`config.mk`:
```
export PLATFORM = sky130hd
export DESIGN_NAME = toy_language_tokenizer
export DESIGN_NICKNAME = d
export VERILOG_FILES = /design/src/hw/rtl/tlt_pkg.sv /design/src/hw/rtl/tlt_scan.sv /design/src/hw/rtl/tlt_rsp_fifo.sv /design/src/hw/rtl/toy_language_tokenizer.sv
export SDC_FILE = /design/constraint.sdc
export NUM_CORES = 1
export LEC_CHECK = 0
export BUFFER_PORTS_ARGS = -buffer_cell sky130_fd_sc_hd__buf_2
export CAP_MARGIN = 20
export CELL_PAD_IN_SITES_DETAIL_PLACEMENT = 0
export CELL_PAD_IN_SITES_GLOBAL_PLACEMENT = 1
export CORE_MARGIN = 2
export CORE_UTILIZATION = 30
export DETAILED_ROUTE_END_ITERATION = 8
export HOLD_SLACK_MARGIN = 0.1
export PLACE_DENSITY = 0.65
export REMOVE_ABC_BUFFERS = 1
export SLEW_MARGIN = 20
export SYNTH_ARGS = -nofsm -noshare
export SYNTH_HDL_FRONTEND = slang
export SYNTH_SLANG_ARGS = --single-unit
export TNS_END_PERCENT = 30
```
`constraint.sdc`:
```
create_clock -name clock -period 25.4 [get_ports clock]
set_input_delay 5.08 -clock clock [delete_from_list [all_inputs] [get_ports clock]]
set_output_delay 5.08 -clock clock [all_outputs]
set_load 0.05 [all_outputs]
```
`src/hw/rtl/tlt_pkg.sv`:
```
// Shared types and constants of the toy language tokenizer.
// Depends on nothing; every other file of the block imports it.
package tlt_pkg;

   // Token kinds as they appear on the result channel.
   localparam logic [3:0] KIND_INT    = 4'd0;
   localparam logic [3:0] KIND_FLOAT  = 4'd1;
   localparam logic [3:0] KIND_STRING = 4'd2;
   localparam logic [3:0] KIND_LET    = 4'd3;
   localparam logic [3:0] KIND_PRINT  = 4'd4;
   localparam logic [3:0] KIND_IDENT  = 4'd5;
   localparam logic [3:0] KIND_PLUS   = 4'd6;
   localparam logic [3:0] KIND_MINUS  = 4'd7;
   localparam logic [3:0] KIND_STAR   = 4'd8;
   localparam logic [3:0] KIND_SLASH  = 4'd9;
   localparam logic [3:0] KIND_EQUAL  = 4'd10;
   localparam logic [3:0] KIND_LPAREN = 4'd11;
   localparam logic [3:0] KIND_RPAREN = 4'd12;
   localparam logic [3:0] KIND_END    = 4'd13;
   localparam logic [3:0] KIND_ERROR  = 4'd14;

   // Keyword prefix codes.
   localparam logic [3:0] KW_NONE  = 4'd0;
   localparam logic [3:0] KW_L     = 4'd1;
   localparam logic [3:0] KW_LE    = 4'd2;
   localparam logic [3:0] KW_LET   = 4'd3;
   localparam logic [3:0] KW_P     = 4'd4;
   localparam logic [3:0] KW_PR    = 4'd5;
   localparam logic [3:0] KW_PRI   = 4'd6;
   localparam logic [3:0] KW_PRIN  = 4'd7;
   localparam logic [3:0] KW_PRINT = 4'd8;

   // Characters the scanner looks for.
   localparam logic [7:0] CH_NUL    = 8'h00;
   localparam logic [7:0] CH_TAB    = 8'h09;
   localparam logic [7:0] CH_CR     = 8'h0D;
   localparam logic [7:0] CH_SPACE  = 8'h20;
   localparam logic [7:0] CH_QUOTE  = 8'h22;
   localparam logic [7:0] CH_LPAREN = 8'h28;
   localparam logic [7:0] CH_RPAREN = 8'h29;
   localparam logic [7:0] CH_STAR   = 8'h2A;
   localparam logic [7:0] CH_PLUS   = 8'h2B;
   localparam logic [7:0] CH_MINUS  = 8'h2D;
   localparam logic [7:0] CH_DOT    = 8'h2E;
   localparam logic [7:0] CH_SLASH  = 8'h2F;
   localparam logic [7:0] CH_EQUAL  = 8'h3D;
   localparam logic [7:0] CH_LOW_E  = 8'h65;
   localparam logic [7:0] CH_LOW_I  = 8'h69;
   localparam logic [7:0] CH_LOW_L  = 8'h6C;
   localparam logic [7:0] CH_LOW_N  = 8'h6E;
   localparam logic [7:0] CH_LOW_P  = 8'h70;
   localparam logic [7:0] CH_LOW_R  = 8'h72;
   localparam logic [7:0] CH_LOW_T  = 8'h74;

   // One byte can cause a flushed token, an operator or error, and End.
   localparam int unsigned MAX_RESULTS   = 3;
   localparam int unsigned FIFO_DEPTH    = 4;
   localparam int unsigned FIFO_PTR_BITS = $clog2(FIFO_DEPTH);
   localparam int unsigned FIFO_CNT_BITS = $clog2(FIFO_DEPTH + 1);

   typedef struct packed {
      logic [7:0] code_byte;
      logic       last_byte;
   } req_type;

   typedef struct packed {
      logic [3:0]  token_kind;
      logic [15:0] token_start;
      logic [15:0] token_length;
      logic [7:0]  bad_char;
      logic        run_last;
   } rsp_type;

   // All results of one byte, filled from entry 0 upward.
   typedef struct packed {
      rsp_type [MAX_RESULTS-1:0] items;
      logic [1:0]                count;
   } scan_out_type;

endpackage

```
`src/hw/rtl/tlt_scan.sv`:
```
// Scanner of the toy language tokenizer: mode, position and open token state,
// and the results of one byte. Depends on tlt_pkg.
module tlt_scan
   import tlt_pkg::*;
#(
   parameter int unsigned POSITION_BITS = 16
) (
   input  logic         clock,
   input  logic         reset,
   input  req_type      item,
   input  logic         fire,
   output scan_out_type scan_out
);

   typedef enum logic [4:0] {
      MODE_IDLE = 5'b00001,
      MODE_NUM  = 5'b00010,
      MODE_STR  = 5'b00100,
      MODE_WORD = 5'b01000,
      MODE_ERR  = 5'b10000
   } mode_type;

   localparam logic [POSITION_BITS-1:0] POS_MAX = '1;
   localparam logic [POSITION_BITS-1:0] POS_ONE = POSITION_BITS'(1);

   mode_type                 mode_ff, mode_in;
   logic [POSITION_BITS-1:0] pos_ff, pos_in;
   logic [POSITION_BITS-1:0] start_ff, start_in;
   logic [POSITION_BITS-1:0] len_ff, len_in;
   logic                     dot_ff, dot_in;
   logic [3:0]               kw_ff, kw_in;

   logic       is_digit, is_alpha, is_space, is_quote, is_dot;
   logic       op_hit;
   logic [3:0] op_kind;
   logic [3:0] kw_next;
   logic       do_flush, do_idle;
   scan_out_type out_c;

   function automatic logic [POSITION_BITS-1:0] sat_inc(input logic [POSITION_BITS-1:0] v);
      return (v == POS_MAX) ? v : v + POS_ONE;
   endfunction

   function automatic rsp_type token_of(input mode_type m, input logic d,
                                        input logic [3:0] k,
                                        input logic [POSITION_BITS-1:0] s,
                                        input logic [POSITION_BITS-1:0] l);
      rsp_type t;
      t = '0;
      if (m == MODE_NUM) begin
         t.token_kind = d ? KIND_FLOAT : KIND_INT;
      end else if (m == MODE_STR) begin
         t.token_kind = KIND_STRING;
      end else if (k == KW_LET) begin
         t.token_kind = KIND_LET;
      end else if (k == KW_PRINT) begin
         t.token_kind = KIND_PRINT;
      end else begin
         t.token_kind = KIND_IDENT;
      end
      t.token_start  = 16'(s);
      t.token_length = 16'(l);
      return t;
   endfunction

   assign is_digit = (item.code_byte >= 8'h30) && (item.code_byte <= 8'h39);
   assign is_alpha = ((item.code_byte >= 8'h61) && (item.code_byte <= 8'h7A)) ||
                     ((item.code_byte >= 8'h41) && (item.code_byte <= 8'h5A));
   assign is_space = (item.code_byte == CH_SPACE) ||
                     ((item.code_byte >= CH_TAB) && (item.code_byte <= CH_CR));
   assign is_quote = (item.code_byte == CH_QUOTE);
   assign is_dot   = (item.code_byte == CH_DOT);

   always_comb begin
      op_hit  = 1'b1;
      op_kind = KIND_PLUS;
      case (item.code_byte)
         CH_PLUS:   op_kind = KIND_PLUS;
         CH_MINUS:  op_kind = KIND_MINUS;
         CH_STAR:   op_kind = KIND_STAR;
         CH_SLASH:  op_kind = KIND_SLASH;
         CH_EQUAL:  op_kind = KIND_EQUAL;
         CH_LPAREN: op_kind = KIND_LPAREN;
         CH_RPAREN: op_kind = KIND_RPAREN;
         default:   op_hit  = 1'b0;
      endcase
   end

   // Keyword prefix tracking for a word that is being extended.
   always_comb begin
      kw_next = KW_NONE;
      case (kw_ff)
         KW_L:    if (item.code_byte == CH_LOW_E) kw_next = KW_LE;
         KW_LE:   if (item.code_byte == CH_LOW_T) kw_next = KW_LET;
         KW_P:    if (item.code_byte == CH_LOW_R) kw_next = KW_PR;
         KW_PR:   if (item.code_byte == CH_LOW_I) kw_next = KW_PRI;
         KW_PRI:  if (item.code_byte == CH_LOW_N) kw_next = KW_PRIN;
         KW_PRIN: if (item.code_byte == CH_LOW_T) kw_next = KW_PRINT;
         default: kw_next = KW_NONE;
      endcase
   end

   always_comb begin
      mode_in  = mode_ff;
      pos_in   = pos_ff;
      start_in = start_ff;
      len_in   = len_ff;
      dot_in   = dot_ff;
      kw_in    = kw_ff;
      out_c    = '0;
      do_flush = 1'b0;
      do_idle  = 1'b0;

      case (mode_ff)
         MODE_NUM: begin
            if (is_digit || is_dot) begin
               len_in = sat_inc(len_ff);
               if (is_dot) dot_in = 1'b1;
            end else begin
               do_flush = 1'b1;
               do_idle  = 1'b1;
            end
         end
         MODE_WORD: begin
            if (is_alpha) begin
               len_in = sat_inc(len_ff);
               kw_in  = kw_next;
            end else begin
               do_flush = 1'b1;
               do_idle  = 1'b1;
            end
         end
         MODE_STR: begin
            // The closing quote is consumed; a NUL ends the string and is
            // then treated as a bad byte.
            if (is_quote) begin
               do_flush = 1'b1;
            end else if (item.code_byte == CH_NUL) begin
               do_flush = 1'b1;
               do_idle  = 1'b1;
            end else begin
               len_in = sat_inc(len_ff);
            end
         end
         MODE_ERR: begin
            mode_in = MODE_ERR;
         end
         default: begin
            mode_in = MODE_IDLE;
            do_idle = 1'b1;
         end
      endcase

      if (do_flush) begin
         out_c.items[out_c.count] = token_of(mode_ff, dot_ff, kw_ff, start_ff, len_ff);
         out_c.count = out_c.count + 2'd1;
         mode_in = MODE_IDLE;
      end

      if (do_idle && !is_space) begin
         if (is_digit) begin
            mode_in  = MODE_NUM;
            start_in = pos_ff;
            len_in   = POS_ONE;
            dot_in   = 1'b0;
         end else if (is_quote) begin
            mode_in  = MODE_STR;
            start_in = sat_inc(pos_ff);
            len_in   = '0;
         end else if (is_alpha) begin
            mode_in  = MODE_WORD;
            start_in = pos_ff;
            len_in   = POS_ONE;
            kw_in    = (item.code_byte == CH_LOW_L) ? KW_L :
                       (item.code_byte == CH_LOW_P) ? KW_P : KW_NONE;
         end else if (op_hit) begin
            out_c.items[out_c.count].token_kind   = op_kind;
            out_c.items[out_c.count].token_start  = 16'(pos_ff);
            out_c.items[out_c.count].token_length = 16'd1;
            out_c.count = out_c.count + 2'd1;
         end else begin
            out_c.items[out_c.count].token_kind   = KIND_ERROR;
            out_c.items[out_c.count].token_start  = 16'(pos_ff);
            out_c.items[out_c.count].token_length = 16'd1;
            out_c.items[out_c.count].bad_char     = item.code_byte;
            out_c.count = out_c.count + 2'd1;
            mode_in = MODE_ERR;
         end
      end

      if (item.last_byte) begin
         if ((mode_in == MODE_NUM) || (mode_in == MODE_STR) || (mode_in == MODE_WORD)) begin
            out_c.items[out_c.count] = token_of(mode_in, dot_in, kw_in, start_in, len_in);
            out_c.count = out_c.count + 2'd1;
         end
         out_c.items[out_c.count].token_kind  = KIND_END;
         out_c.items[out_c.count].token_start = 16'(sat_inc(pos_ff));
         out_c.count = out_c.count + 2'd1;
         // The next text starts from the reset state at offset zero.
         mode_in  = MODE_IDLE;
         pos_in   = '0;
         start_in = '0;
         len_in   = '0;
         dot_in   = 1'b0;
         kw_in    = KW_NONE;
      end else begin
         pos_in = sat_inc(pos_ff);
      end

      if (out_c.count != 2'd0) begin
         out_c.items[out_c.count - 2'd1].run_last = 1'b1;
      end
   end

   assign scan_out = out_c;

   always_ff @(posedge clock) begin
      if (reset) begin
         mode_ff  <= MODE_IDLE;
         pos_ff   <= '0;
         start_ff <= '0;
         len_ff   <= '0;
         dot_ff   <= 1'b0;
         kw_ff    <= KW_NONE;
      end else if (fire) begin
         mode_ff  <= mode_in;
         pos_ff   <= pos_in;
         start_ff <= start_in;
         len_ff   <= len_in;
         dot_ff   <= dot_in;
         kw_ff    <= kw_in;
      end
   end

`ifndef SYNTHESIS
   a_last_restarts: assert property (@(posedge clock) disable iff (reset)
      fire && item.last_byte |=> (pos_ff == '0) && (mode_ff == MODE_IDLE))
      else $error("scanner did not return to offset zero after the last byte");

   a_pos_advances: assert property (@(posedge clock) disable iff (reset)
      fire && !item.last_byte |=> pos_ff != '0)
      else $error("byte position did not advance");

   a_err_silent: assert property (@(posedge clock) disable iff (reset)
      fire && (mode_ff == MODE_ERR) && !item.last_byte |-> out_c.count == 2'd0)
      else $error("a dropped byte produced a result");

   a_last_emits: assert property (@(posedge clock) disable iff (reset)
      fire && item.last_byte |-> out_c.count != 2'd0)
      else $error("last byte produced no End result");
`endif

endmodule

```
`src/hw/rtl/tlt_rsp_fifo.sv`:
```
// Result queue of the toy language tokenizer: takes up to three results of one
// byte at once, hands out one item per cycle unless stalled. Depends on tlt_pkg.
module tlt_rsp_fifo
   import tlt_pkg::*;
(
   input  logic                     clock,
   input  logic                     reset,
   input  logic                     in_en,
   input  scan_out_type             in_bundle,
   output logic [FIFO_CNT_BITS-1:0] free_slots,
   output logic                     out_valid,
   input  logic                     out_stall,
   output rsp_type                  out_item
);

   rsp_type                  mem_ff [FIFO_DEPTH];
   logic [FIFO_PTR_BITS-1:0] wr_ptr_ff, wr_ptr_in;
   logic [FIFO_PTR_BITS-1:0] rd_ptr_ff, rd_ptr_in;
   logic [FIFO_CNT_BITS-1:0] count_ff, count_in;
   logic [FIFO_CNT_BITS-1:0] push_n;
   logic                     pop;

   assign pop        = out_valid && !out_stall;
   assign push_n     = in_en ? FIFO_CNT_BITS'(in_bundle.count) : '0;
   assign out_valid  = (count_ff != '0);
   assign out_item   = mem_ff[rd_ptr_ff];
   assign free_slots = FIFO_CNT_BITS'(FIFO_DEPTH) - count_ff;

   assign count_in  = count_ff + push_n - FIFO_CNT_BITS'(pop);
   assign wr_ptr_in = wr_ptr_ff + FIFO_PTR_BITS'(push_n);
   assign rd_ptr_in = rd_ptr_ff + FIFO_PTR_BITS'(pop);

   always_ff @(posedge clock) begin
      for (int i = 0; i < MAX_RESULTS; i++) begin
         if (in_en && (2'(i) < in_bundle.count)) begin
            mem_ff[wr_ptr_ff + FIFO_PTR_BITS'(i)] <= in_bundle.items[i];
         end
      end
   end

   always_ff @(posedge clock) begin
      if (reset) begin
         wr_ptr_ff <= '0;
         rd_ptr_ff <= '0;
         count_ff  <= '0;
      end else begin
         wr_ptr_ff <= wr_ptr_in;
         rd_ptr_ff <= rd_ptr_in;
         count_ff  <= count_in;
      end
   end

`ifndef SYNTHESIS
   a_no_overflow: assert property (@(posedge clock) disable iff (reset)
      in_en |-> FIFO_CNT_BITS'(in_bundle.count) <= free_slots)
      else $error("result queue written beyond its free space");

   a_count_bound: assert property (@(posedge clock) disable iff (reset)
      count_ff <= FIFO_CNT_BITS'(FIFO_DEPTH))
      else $error("result queue fill count out of range");

   a_pop_only: assert property (@(posedge clock) disable iff (reset)
      pop && (push_n == '0) |=> count_ff == $past(count_ff) - FIFO_CNT_BITS'(1))
      else $error("result queue count did not drop after a read");
`endif

endmodule

```
`src/hw/rtl/toy_language_tokenizer.sv`:
```
// Channel  | Ports                          | Item
// ---------+--------------------------------+-------------------------------------
// request  | req_valid, req_stall, req_item | one source byte and its last flag
// response | rsp_valid, rsp_stall, rsp_item | one token: kind, start, length, etc.
//
// A byte is held in the input register until it is scanned, and its results
// are then written into the result queue, whose head drives rsp_item.
// One byte is taken per cycle while req_stall is low. The result queue holds
// four entries and drains one item per cycle while rsp_stall is low. Reset is
// synchronous and clears all control state.
// req_stall rises when the scanned byte's results do not fit in the queue.
module toy_language_tokenizer
   import tlt_pkg::*;
#(
   parameter int unsigned POSITION_BITS = 16
) (
   input  logic    clock,
   input  logic    reset,
   input  logic    req_valid,
   output logic    req_stall,
   input  req_type req_item,
   output logic    rsp_valid,
   input  logic    rsp_stall,
   output rsp_type rsp_item
);

   logic    in_valid_ff, in_valid_in;
   req_type in_item_ff;
   logic    req_accept;
   logic    scan_fire;

   scan_out_type             scan_out;
   logic [FIFO_CNT_BITS-1:0] free_slots;

   // The held byte is scanned once all of its results fit in the queue.
   assign scan_fire  = in_valid_ff && (FIFO_CNT_BITS'(scan_out.count) <= free_slots);
   assign req_stall  = in_valid_ff && !scan_fire;
   assign req_accept = req_valid && !req_stall;

   assign in_valid_in = req_accept || (in_valid_ff && !scan_fire);

   always_ff @(posedge clock) begin
      if (reset) begin
         in_valid_ff <= 1'b0;
      end else begin
         in_valid_ff <= in_valid_in;
      end
   end

   always_ff @(posedge clock) begin
      if (req_accept) begin
         in_item_ff <= req_item;
      end
   end

   tlt_scan #(
      .POSITION_BITS(POSITION_BITS)
   ) u_scan (
      .clock    (clock),
      .reset    (reset),
      .item     (in_item_ff),
      .fire     (scan_fire),
      .scan_out (scan_out)
   );

   tlt_rsp_fifo u_rsp_fifo (
      .clock      (clock),
      .reset      (reset),
      .in_en      (scan_fire),
      .in_bundle  (scan_out),
      .free_slots (free_slots),
      .out_valid  (rsp_valid),
      .out_stall  (rsp_stall),
      .out_item   (rsp_item)
   );

endmodule

```
# [Yosys cells after proc, flatten, opt, wreduce, memory -nomap -nowiden]
# Memories as Yosys holds them, arrays and structs flattened. A register that Yosys moved wholly into a read port is not among the register bits.
# Cells that the tools add are included.
[totals] ff_bits=75 ram_bits=180 input_bits=13 elab_cells=227 n_memories=1
[mem_list] memory="u_rsp_fifo.mem_ff" depth=4 word_bits=45 rd=1 rd_clocked_by_memory_dff=1 wr=3 line="tlt_rsp_fifo.sv:16" rtl="rsp_type mem_ff [FIFO_DEPTH];"
[op_classes] add_sub_neg=13 order_cmp=20 eq_ne=36 mux=114 n_reduce_logical=31
[ops] op="$bwmux W135" count=11
[ops] op="$mux W137" count=8
[ops] op="$demux W45 S2" count=8
[ops] op="$mux W16" count=17
[ops] op="$mux W135" count=1
[ops] op="$mux W45" count=3
[ops] op="$mux W41" count=2
[ops] op="$eq A8 B6 Y1 const B" count=10
[ops] op="$mux W4" count=17
[ops] op="$eq A8 B7 Y1 const B" count=7
[ops] op="$pmux W16 S3" count=1
[ops] op="$pmux W4 S6" count=2
[ops] op="$mux W47" count=1
[ops] op="$mux W5" count=7
[ops] op="$add A16 B1 Y16 const B" count=2
[ops] op="$eq A16 B16 Y1 const B" count=2
[ops] op="$mux W25" count=1
[ops] op="$mux W1" count=23
[ops] op="$eq A4 B3 Y1 const B" count=4
[ops] op="$ge A8 B7 Y1 const B" count=2
[ops] op="$le A8 B7 Y1 const B" count=2
[ops] op="$logic_and A1 B1 Y1" count=16
[ops] op="$eq A4 B2 Y1 const B" count=3
[ops] op="$lt A2 B3 Y1 const B" count=4
[ops] op="other kinds (35)" count=60

# [Logic depth before layout (Yosys ltp)]
# Gate-level depths: netlist of run 1.
[depth] word_depth=40 mapped_depth=30 depth_no_buf=25

# [Modules after synthesis]
# From an unflattened synthesis of run 1, not the netlist that was laid out.
[hier_totals] hier_cells=1943 hier_area_um2=17778.3
[modules_own_cells] module="tlt_rsp_fifo" n_inst=1 cells_per_inst=1024 area_each_um2=11348.4
[modules_own_cells] module="tlt_scan" n_inst=1 cells_per_inst=896 area_each_um2=6042.0
[modules_own_cells] module="toy_language_tokenizer" n_inst=1 cells_per_inst=23 area_each_um2=387.9

# [Worst setup path before layout of run 1]
# No wires, ideal clock.
[synth_timing] path_kind="register -> output" start="register in_item_ff[2] (netlist bit)" end="output req_stall" arrival_ps=5065 required_time_ps=20320 slack_ps=15255 path_stages_with_launch=26 path_cell_list="edfxtp_1 > clkbuf_1 > or4_1 > o221ai_1 > and2b_1 > nor2_1 > inv_1 > clkbuf_1 > clkbuf_1 > ha_1 > mux2i_4 > inv_1 > ha_1 > a21o_1 > ha_1 > nand2_1 > o21a_1 > buf_4 > inv_2 > ha_1 > a21oi_1 > a21oi_1 > nand2_1 > inv_1 > nand2_1 > inv_1"
[synth_between] elab_chain_cells=22 elab_cells_between_ends=64 classes_between="add/sub (3); order compare (9); eq/ne (13); mux (23); reduce/logical (16)"
[synth_lines] item="start, declared" line="toy_language_tokenizer.sv:28" rtl="req_type in_item_ff;"
[synth_lines] item="start signal, assigned" line="toy_language_tokenizer.sv:52" rtl="in_item_ff <= req_item;"
[synth_lines] item="branches (longest 17 deep; another with $ge A8 B7 Y1)"
[synth_lines] item="$mux W137 *" line="tlt_scan.sv:191" rtl="if (item.last_byte) begin"
[synth_lines] item="$le A2 B3 Y1 *" line="toy_language_tokenizer.sv:36" rtl="assign scan_fire = in_valid_ff && (FIFO_CNT_BITS'(scan_out.count) <= free_slots);"
[synth_lines] item="$logic_and A1 B1 Y1 *" line="toy_language_tokenizer.sv:36"
[synth_lines] item="$logic_not A1 Y1 *" line="toy_language_tokenizer.sv:37" rtl="assign req_stall = in_valid_ff && !scan_fire;"
[synth_lines] item="$logic_and A1 B1 Y1 *" line="toy_language_tokenizer.sv:37"
[synth_lines] item="end, declared" line="toy_language_tokenizer.sv:20" rtl="output logic req_stall,"
# Every way passes the cells marked *. The select of a mux whose other input is x is not followed.

# [Worst setup path after layout of run 1]
# Same ends and word-level chain as after synthesis.

==> impl_metrics.py, run 1 <==
metrics = {
    "setup_path": {
        "critPathCaptureType": "output pin",
        "path_cells": "or4_1 -> o221ai_1 -> buf_4 -> and2b_1 -> nor2_1 -> inv_1 -> buf_4 -> mux2i_4 -> inv_1 -> ha_1 -> a21o_1 -> ha_1 -> nand2_1 -> o21a_1 -> inv_2 -> ha_1 -> a21oi_1 -> a21oi_1 -> nand2_1 -> inv_1 -> nand2_1 -> inv_1 -> buf_2",
        "r2r_setup_slk_ns": 17.57,
        "timing.rr.start": "in_item_ff[2]$_DFFE_PP_",
        "timing.critical_path.mode_cell": "inv_1",
        "critical_path.max_fanout": 40,
        "crit-reg2reg-capture": "u_rsp_fifo.mem_ff[1][44]$_DFFE_PP_",
        "crit_path_top_delay_cell": "edfxtp_1",
        "start_kind": "flop",
        "worstPathRequired_ns": 20.32,
        "critical-path-max-stage-delay_ns": 0.65,
        "cp_data_arrival_time_ns": 5.86,
        "worst-r2r-cell-count": 26,
        "criticalPathCategory": "reg -> out",
    },
    "finish": {
        "final_common_cell": "nand2_1",
        "drive_gt1_frac": 0.149,
        "footprint_of_the_multi_input_gates_mm2": 0.00788,
        "diodes": 0,
        "finish.net_count": 1601,
        "nFillCells": 5266,
        "seqCellArea_mm2": 0.00700,
        "mostFrequentLayoutCells": "201 x nand2_1, 189 x edfxtp_1, 181 x nor2_1",
        "area.growth.synth_to_final_pct": 11.0,
        "finalNonFillerCells": 2272,
    },
    "routing": {
        "count_of_tritonroute_iterations_in_the_first_routing_pass": 6,
        "drc": 0,
        "route.final.wire_length_um": 55000,
        "postRouteAntennaNets": 0,
        "routed_via_density": 5.91,
        "drt_first_iter_violations": 1522,
        "routedWlPerCell_um": 24.2,
        "detailroute.via_count": 13429,
    },
    "floorplan": {
        "chipHeight_um": 231,
        "std_cell_rows": 83,
        "die_width_um": 231,
        "floorplan.core_area_mm2": 0.0512,
        "start_util": 0.303,
        "design.die.area_mm2": 0.0535,
        "floorplan.io_pins": 60,
    },
    "cts": {
        "post-cts-setup-buffer-count": 0,
        "cts_buffers": 29,
        "ctsRootBufferMaster": "clkbuf_16",
        "clock_tree_buffer_depth": 3,
        "cts.clk_slew.worst_paths_ns": 0.06,
        "clk_latency_ns": 0.58,
        "hold_buffer_count_at_cts": 0,
        "h-tree-depth": 1,
        "cts_tree": "yes",
        "cts_resized": 0,
        "cts_sinks": 255,
    },
    "yosys": {
        "synth-edff-count": 189,
        "synth_largest_area_cell": "edfxtp_1",
        "share_of_synthesized_registers_carrying_an_async_set_or_reset": 0,
        "combinational_family_with_the_most_area_after_synthesis": "compound AO/OA/AOI/OAI gates",
        "synthSimpleGateAreaFrac": 0.183,
        "synth_compound_gate_area_share": 0.214,
        "post_synthesis_cells": 1596,
        "synth_area_leaders": "edfxtp_1 37%, dfxtp_1 8.5%, mux4_2 6.5%",
        "syn-mean-instance-area_um2": 9.71,
        "post_synth_fa_ha_maj_area_fraction": 0.0171,
        "ys_warn_count": 0,
        "synth_top_flop_cell": "edfxtp_1",
        "postSynthRegisterBits": 255,
        "share_of_yosys_cell_area_claimed_by_the_top_area_cell_type": 0.366,
        "synth.distinct_cells": 94,
        "seq_area_frac_synth": 0.451,
        "synthesis.area_mm2": 0.0155,
        "synth_xor_area_frac": 0.0157,
        "mux_cell_area_share_after_synthesis": 0.0735,
    },
    "sta": {
        "final.setup_skew_ns": 0.0218,
        "final-hold-violation-count": 0,
        "timing.setup.tns_ns": 0,
        "post-route-min-period_ns": 10.94,
        "timing_worst_slew_pin_value_ns": 1.09,
        "report.final.slew_viol_count": 0,
        "maxClockFrequency_mhz": 91.4,
        "maxSlewHeadroom": 0.276,
        "final_min_period_over_clock_period": 0.431,
        "report.final.setup_viol": 0,
        "unrepaired_setup_endpoints_after_global_routing": "no",
    },
    "global_routing": {
        "grt_util_met2": 0.329,
        "global_route_met1_utilization": 0.268,
        "globalRouteMet3Util": 0.0367,
        "grt_first_pass_wirelength_um": 83100,
        "global_route.peak_usage_layer": "met2",
        "global_route.overflow_total": 0,
        "number_of_global_route_vias_before_repair": 13313,
        "tot_gr_track_use": 0.202,
        "antenna_found_initial": 0,
        "largest_net_degree_at_the_start_of_global_routing": 67,
    },
    "pwr": {
        "ir_drop_uv": 54.1,
        "finalPower_uw": 1480,
        "leakage_uw": 0.00549,
        "cellPowerDensity_mw_per_mm2": 85.9,
    },
    "worst_hold_path": {
        "hold_class": "reg -> reg",
        "hold_start": "in_valid_ff$_SDFF_PP0_",
        "holdPathStages": 2,
        "min_to": "in_valid_ff$_SDFF_PP0_",
    },
    "flow_run": {
        "drv.max_cap_violation_count": 0,
    },
    "placement": {
        "post_detail_place_hpwl_um": 34800,
        "place_congestion": 0.902,
        "numPlacedInstances": 2218,
        "place.port_buffers": 59,
    },
    "run_status": {
        "run_status": "finished clean",
    },
}
sequential cells by signal, indices dropped and copies added (netlist names):
register / cells
u_rsp_fifo.mem_ff: 180
u_scan.len_ff: 16
u_scan.pos_ff: 16
u_scan.start_ff: 16
in_item_ff: 9
u_scan.mode_ff: 5
u_scan.kw_ff: 4
u_rsp_fifo.count_ff: 3
u_rsp_fifo.rd_ptr_ff: 2
u_rsp_fifo.wr_ptr_ff: 2
in_valid_ff: 1
u_scan.dot_ff: 1
final cells by class:
type / count / area share
clock buffer: 38 / 0.0447
clock inverter: 16 / 0.00502
tap: 680 / 0.0495
inverter: 27 / 0.00589
multi-input combinational: 1168 / 0.458
timing repair buffer: 88 / 0.0298
sequential: 255 / 0.407
metrics by stage:
| stage | cell area [um2] | worst slack, ns | utilization | hold slack, ns |
|---|---|---|---|---|
| 5_1_grt | 17200 | 13.99 | 0.336 | 0.555 |
| 3_3_place_gp | 16300 | 15.15 | 0.319 | 0.489 |
| 2_1_floorplan | 14900 | 14.43 | - | 0.460 |
| 4_1_cts | 17200 | 14.45 | 0.336 | 0.510 |
| 3_5_place_dp | 16300 | 15.09 | 0.319 | 0.502 |
| 6_report | 17200 | 14.46 | 0.336 | 0.510 |
where the power goes:
part	switching, uW	leakage, uW	internal, uW
clock	176	0.000421	213
combinational	397	0.00278	152
sequential	25.4	0.00229	513
how the worst max path moves through the flow:
stage | from | end | slack [ns] | depth (start not counted)
5_1_grt | in_item_ff[2]$_DFFE_PP_ | req_stall | 13.99 | 23
2_1_floorplan | in_item_ff[5]$_DFFE_PP_ | req_stall | 14.43 | 21
6_report | in_item_ff[2]$_DFFE_PP_ | req_stall | 14.46 | 23
4_1_cts | in_item_ff[2]$_DFFE_PP_ | req_stall | 14.45 | 23
3_5_place_dp | in_item_ff[2]$_DFFE_PP_ | req_stall | 15.09 | 23
3_3_place_gp | in_item_ff[2]$_DFFE_PP_ | req_stall | 15.15 | 23
Yosys cell counts (all sizes together), types with 4 or more instances:
master and number:
nor4 8, dfxtp 66, a22oi 28, buf 37, a31oi 20, o22a 4, nor2b 15, or2 8
a221o 5, nand2 210, ha 18, mux2i 8, and3 25, xnor2 14, a221oi 5, edfxtp 189
or3 5, o22ai 55, nand3 24, a21oi 121, o21ai 42, o221ai 87, o221a 5, or4b 7
nand4 17, nor2 185, clkbuf 109, nor3 31, nor4b 5, inv 26, nor3b 5, and4 8
and2 19, mux4 45, a32oi 8, o211ai 21, a21o 11, a211oi 6, xor2 13, a311oi 7
nand2b 8, o31ai 5
kinds of logic (layout without fill, tap and decap cells):
group / Yosys count / after routing
DFF: 255 / 255
adders and majority gates: 21 / 21
and+or+nand+nor: 593 / 593
AOI/OAI and AO/OA: 471 / 471
muxes: 56 / 56
buffers and inverters: 173 / 169
xor gates and xnor gates: 27 / 27
critical path: cells and delay by family, from the launching register on:
| family | cells | cell delay [ns] |
|---|---|---|
| fa+ha+maj | 3 | 0.84 |
| compound gates | 5 | 0.96 |
| buf+inv | 8 | 1.41 |
| flops | 1 | 0.65 |
| simple gates | 6 | 1.21 |
| mux | 1 | 0.19 |
metal layers:
| metal | part of all wire | vias to the layer above | wire length [um] |
|---|---|---|---|
| li1 | - | 6100 | - |
| met1 | 0.42 | 6615 | 23200 |
| met2 | 0.47 | 595 | 25600 |
| met3 | 0.078 | 119 | 4280 |
| met4 | 0.035 | 0 | 1930 |
| met5 | 0 | - | 0 |
(Power assumes the default switching activity.)
==> run 2: changes to the inputs <==
==> constraint.sdc (replaced) <==
create_clock -name clock -period 10.95 [get_ports clock]
set_input_delay 2.19 -clock clock [delete_from_list [all_inputs] [get_ports clock]]
set_output_delay 2.19 -clock clock [all_outputs]
set_load 0.05 [all_outputs]
==> impl_metrics.py, run 2 (synthesis results as in run 1) <==
metrics = {
    "global_routing": {
        "largest_net_degree_at_the_start_of_global_routing": 67,
        "antenna_found_initial": 2,
        "grt_first_pass_wirelength_um": 82500,
        "tot_gr_track_use": 0.200,
        "global_route.overflow_total": 0,
        "number_of_global_route_vias_before_repair": 13176,
    },
    "flow_run": {
        "drv.max_cap_violation_count": 0,
    },
    "sta": {
        "report.final.slew_viol_count": 0,
        "hold-worst-slack_ns": 0.498,
        "report.final.setup_viol": 0,
        "post-route-min-period_ns": 8.10,
        "unrepaired_setup_endpoints_after_global_routing": "no",
        "final.setup_skew_ns": 0.00998,
        "final_min_period_over_clock_period": 0.740,
        "final-hold-violation-count": 0,
        "maxClockFrequency_mhz": 123,
        "timing_worst_slew_pin_value_ns": 1.11,
        "timing.setup.tns_ns": 0,
        "maxSlewHeadroom": 0.260,
    },
    "setup_path": {
        "timing.critical_path.mode_cell": "inv_1",
        "path_cells": "or4_1 -> o221ai_1 -> buf_4 -> and2b_1 -> nor2_1 -> inv_1 -> buf_4 -> mux2i_4 -> inv_1 -> ha_1 -> a21o_1 -> ha_1 -> nand2_1 -> o21a_1 -> inv_2 -> ha_1 -> a21oi_1 -> a21oi_1 -> nand2_1 -> inv_1 -> nand2_1 -> inv_1 -> buf_2",
        "critical_path.max_fanout": 40,
        "criticalPathCategory": "reg -> out",
        "worstPathRequired_ns": 8.76,
        "critical_path_buf_inv_count": 8,
        "cp_data_arrival_time_ns": 5.91,
        "start_kind": "flop",
        "critPathCaptureType": "output pin",
        "critical-path-max-stage-delay_ns": 0.65,
        "crit_path_top_delay_cell": "edfxtp_1",
        "r2r_setup_slk_ns": 3.33,
        "cpLargestDelayFamily": "buffers and inverters",
    },
    "floorplan": {
        "die_width_um": 231,
        "chipHeight_um": 231,
        "floorplan.core_area_mm2": 0.0512,
        "std_cell_rows": 83,
        "design.die.area_mm2": 0.0535,
        "floorplan.io_pins": 60,
        "start_util": 0.303,
    },
    "finish": {
        "regMostFlops": "u_rsp_fifo.mem_ff",
        "finalNonFillerCells": 2277,
        "drive_gt1_frac": 0.150,
        "mostFrequentLayoutCells": "201 x nand2_1, 189 x edfxtp_1, 180 x nor2_1",
        "final_common_cell": "nand2_1",
        "diodes": 0,
        "finish.net_count": 1605,
        "flip_flop_count_of_the_largest_register_after_layout": 180,
        "area.growth.synth_to_final_pct": 11.8,
    },
    "cts": {
        "cts_sinks": 255,
        "ctsRootBufferMaster": "clkbuf_16",
        "clock_tree_buffer_depth": 3,
        "hold_buffer_count_at_cts": 0,
        "clk_latency_ns": 0.58,
        "cts_tree": "yes",
        "cts_buffers": 30,
        "post-cts-setup-buffer-count": 0,
        "h-tree-depth": 1,
        "cts.clk_slew.worst_paths_ns": 0.07,
        "cts_resized": 0,
    },
    "pwr": {
        "leakage_uw": 0.00554,
        "share_seq_of_total_power": 0.356,
        "ir_drop_uv": 139,
        "power_frac_comb": 0.360,
        "switching_power_uw": 1400,
        "power.share.switching": 0.395,
        "finalPower_uw": 3540,
        "cell_internal_pwr_uw": 2140,
        "clkPwrFrac": 0.284,
        "cellPowerDensity_mw_per_mm2": 204,
    },
    "routing": {
        "count_of_tritonroute_iterations_in_the_first_routing_pass": 5,
        "drc": 0,
        "postRouteAntennaNets": 0,
        "drt_first_iter_violations": 1614,
        "detailroute.via_count": 13426,
        "routedWlPerCell_um": 23.9,
        "route.final.wire_length_um": 54400,
        "routed_via_density": 5.90,
    },
    "placement": {
        "place.port_buffers": 59,
        "numPlacedInstances": 2221,
        "post_detail_place_hpwl_um": 34800,
        "place_congestion": 0.889,
    },
    "run_status": {
        "run_status": "finished clean",
    },
    "worst_hold_path": {
        "hold_class": "reg -> reg",
    },
}
-- run 2: through the flow --
step	utilization	setup slack (ns)	instance area, um2
2_1_floorplan	-	1.12	14900
3_3_place_gp	0.319	3.59	16300
3_5_place_dp	0.319	3.51	16300
4_1_cts	0.338	2.94	17300
5_1_grt	0.338	2.48	17300
6_report	0.338	2.85	17300
-- run 2: per-layer routing --
metal,up-vias,share of wire,track usage
li1,6091,-,-
met1,6662,0.44,0.278
met2,569,0.46,0.322
met3,104,0.075,0.0328
met4,0,0.024,0.0565
met5,-,0,0
-- run 2: final timing paths --
check,start,end,cells past startpoint
min reg2reg,u_rsp_fifo.rd_ptr_ff[1]$_SDFF_PP0_,u_rsp_fifo.rd_ptr_ff[1]$_SDFF_PP0_,2
max,in_item_ff[1]$_DFFE_PP_,req_stall,23
min,u_rsp_fifo.rd_ptr_ff[1]$_SDFF_PP0_,u_rsp_fifo.rd_ptr_ff[1]$_SDFF_PP0_,2
max reg2reg,in_item_ff[1]$_DFFE_PP_,u_rsp_fifo.mem_ff[1][44]$_DFFE_PP_,26
-- run 2: cell type report --
type	instances	area [um2]
multi-input combinational	1168	7860
tap	680	851
clock inverter	12	113
timing repair buffer	91	536
clock buffer	44	865
fill	5205	33900
sequential	255	7000
inverter	27	101
-- run 2: power groups by stage --
stage | Clock, uW | Combinational, uW | Sequential (uW)
final | 1000 | 1270 | 1260
after global routing | 1060 | 1350 | 1270
after CTS | 1020 | 1280 | 1260
after detailed placement | 0 | 1270 | 1280
after global placement | 0 | 1270 | 1280
after floorplan | 0 | 851 | 1290
-- run 2: worst min-delay path, delay by kind of cell (launching register included) --
kind | cells | cell delay, ns
DFF | 1 | 0.33
and+or+nand+nor | 1 | 0.07
xor gates and xnor gates | 1 | 0.07
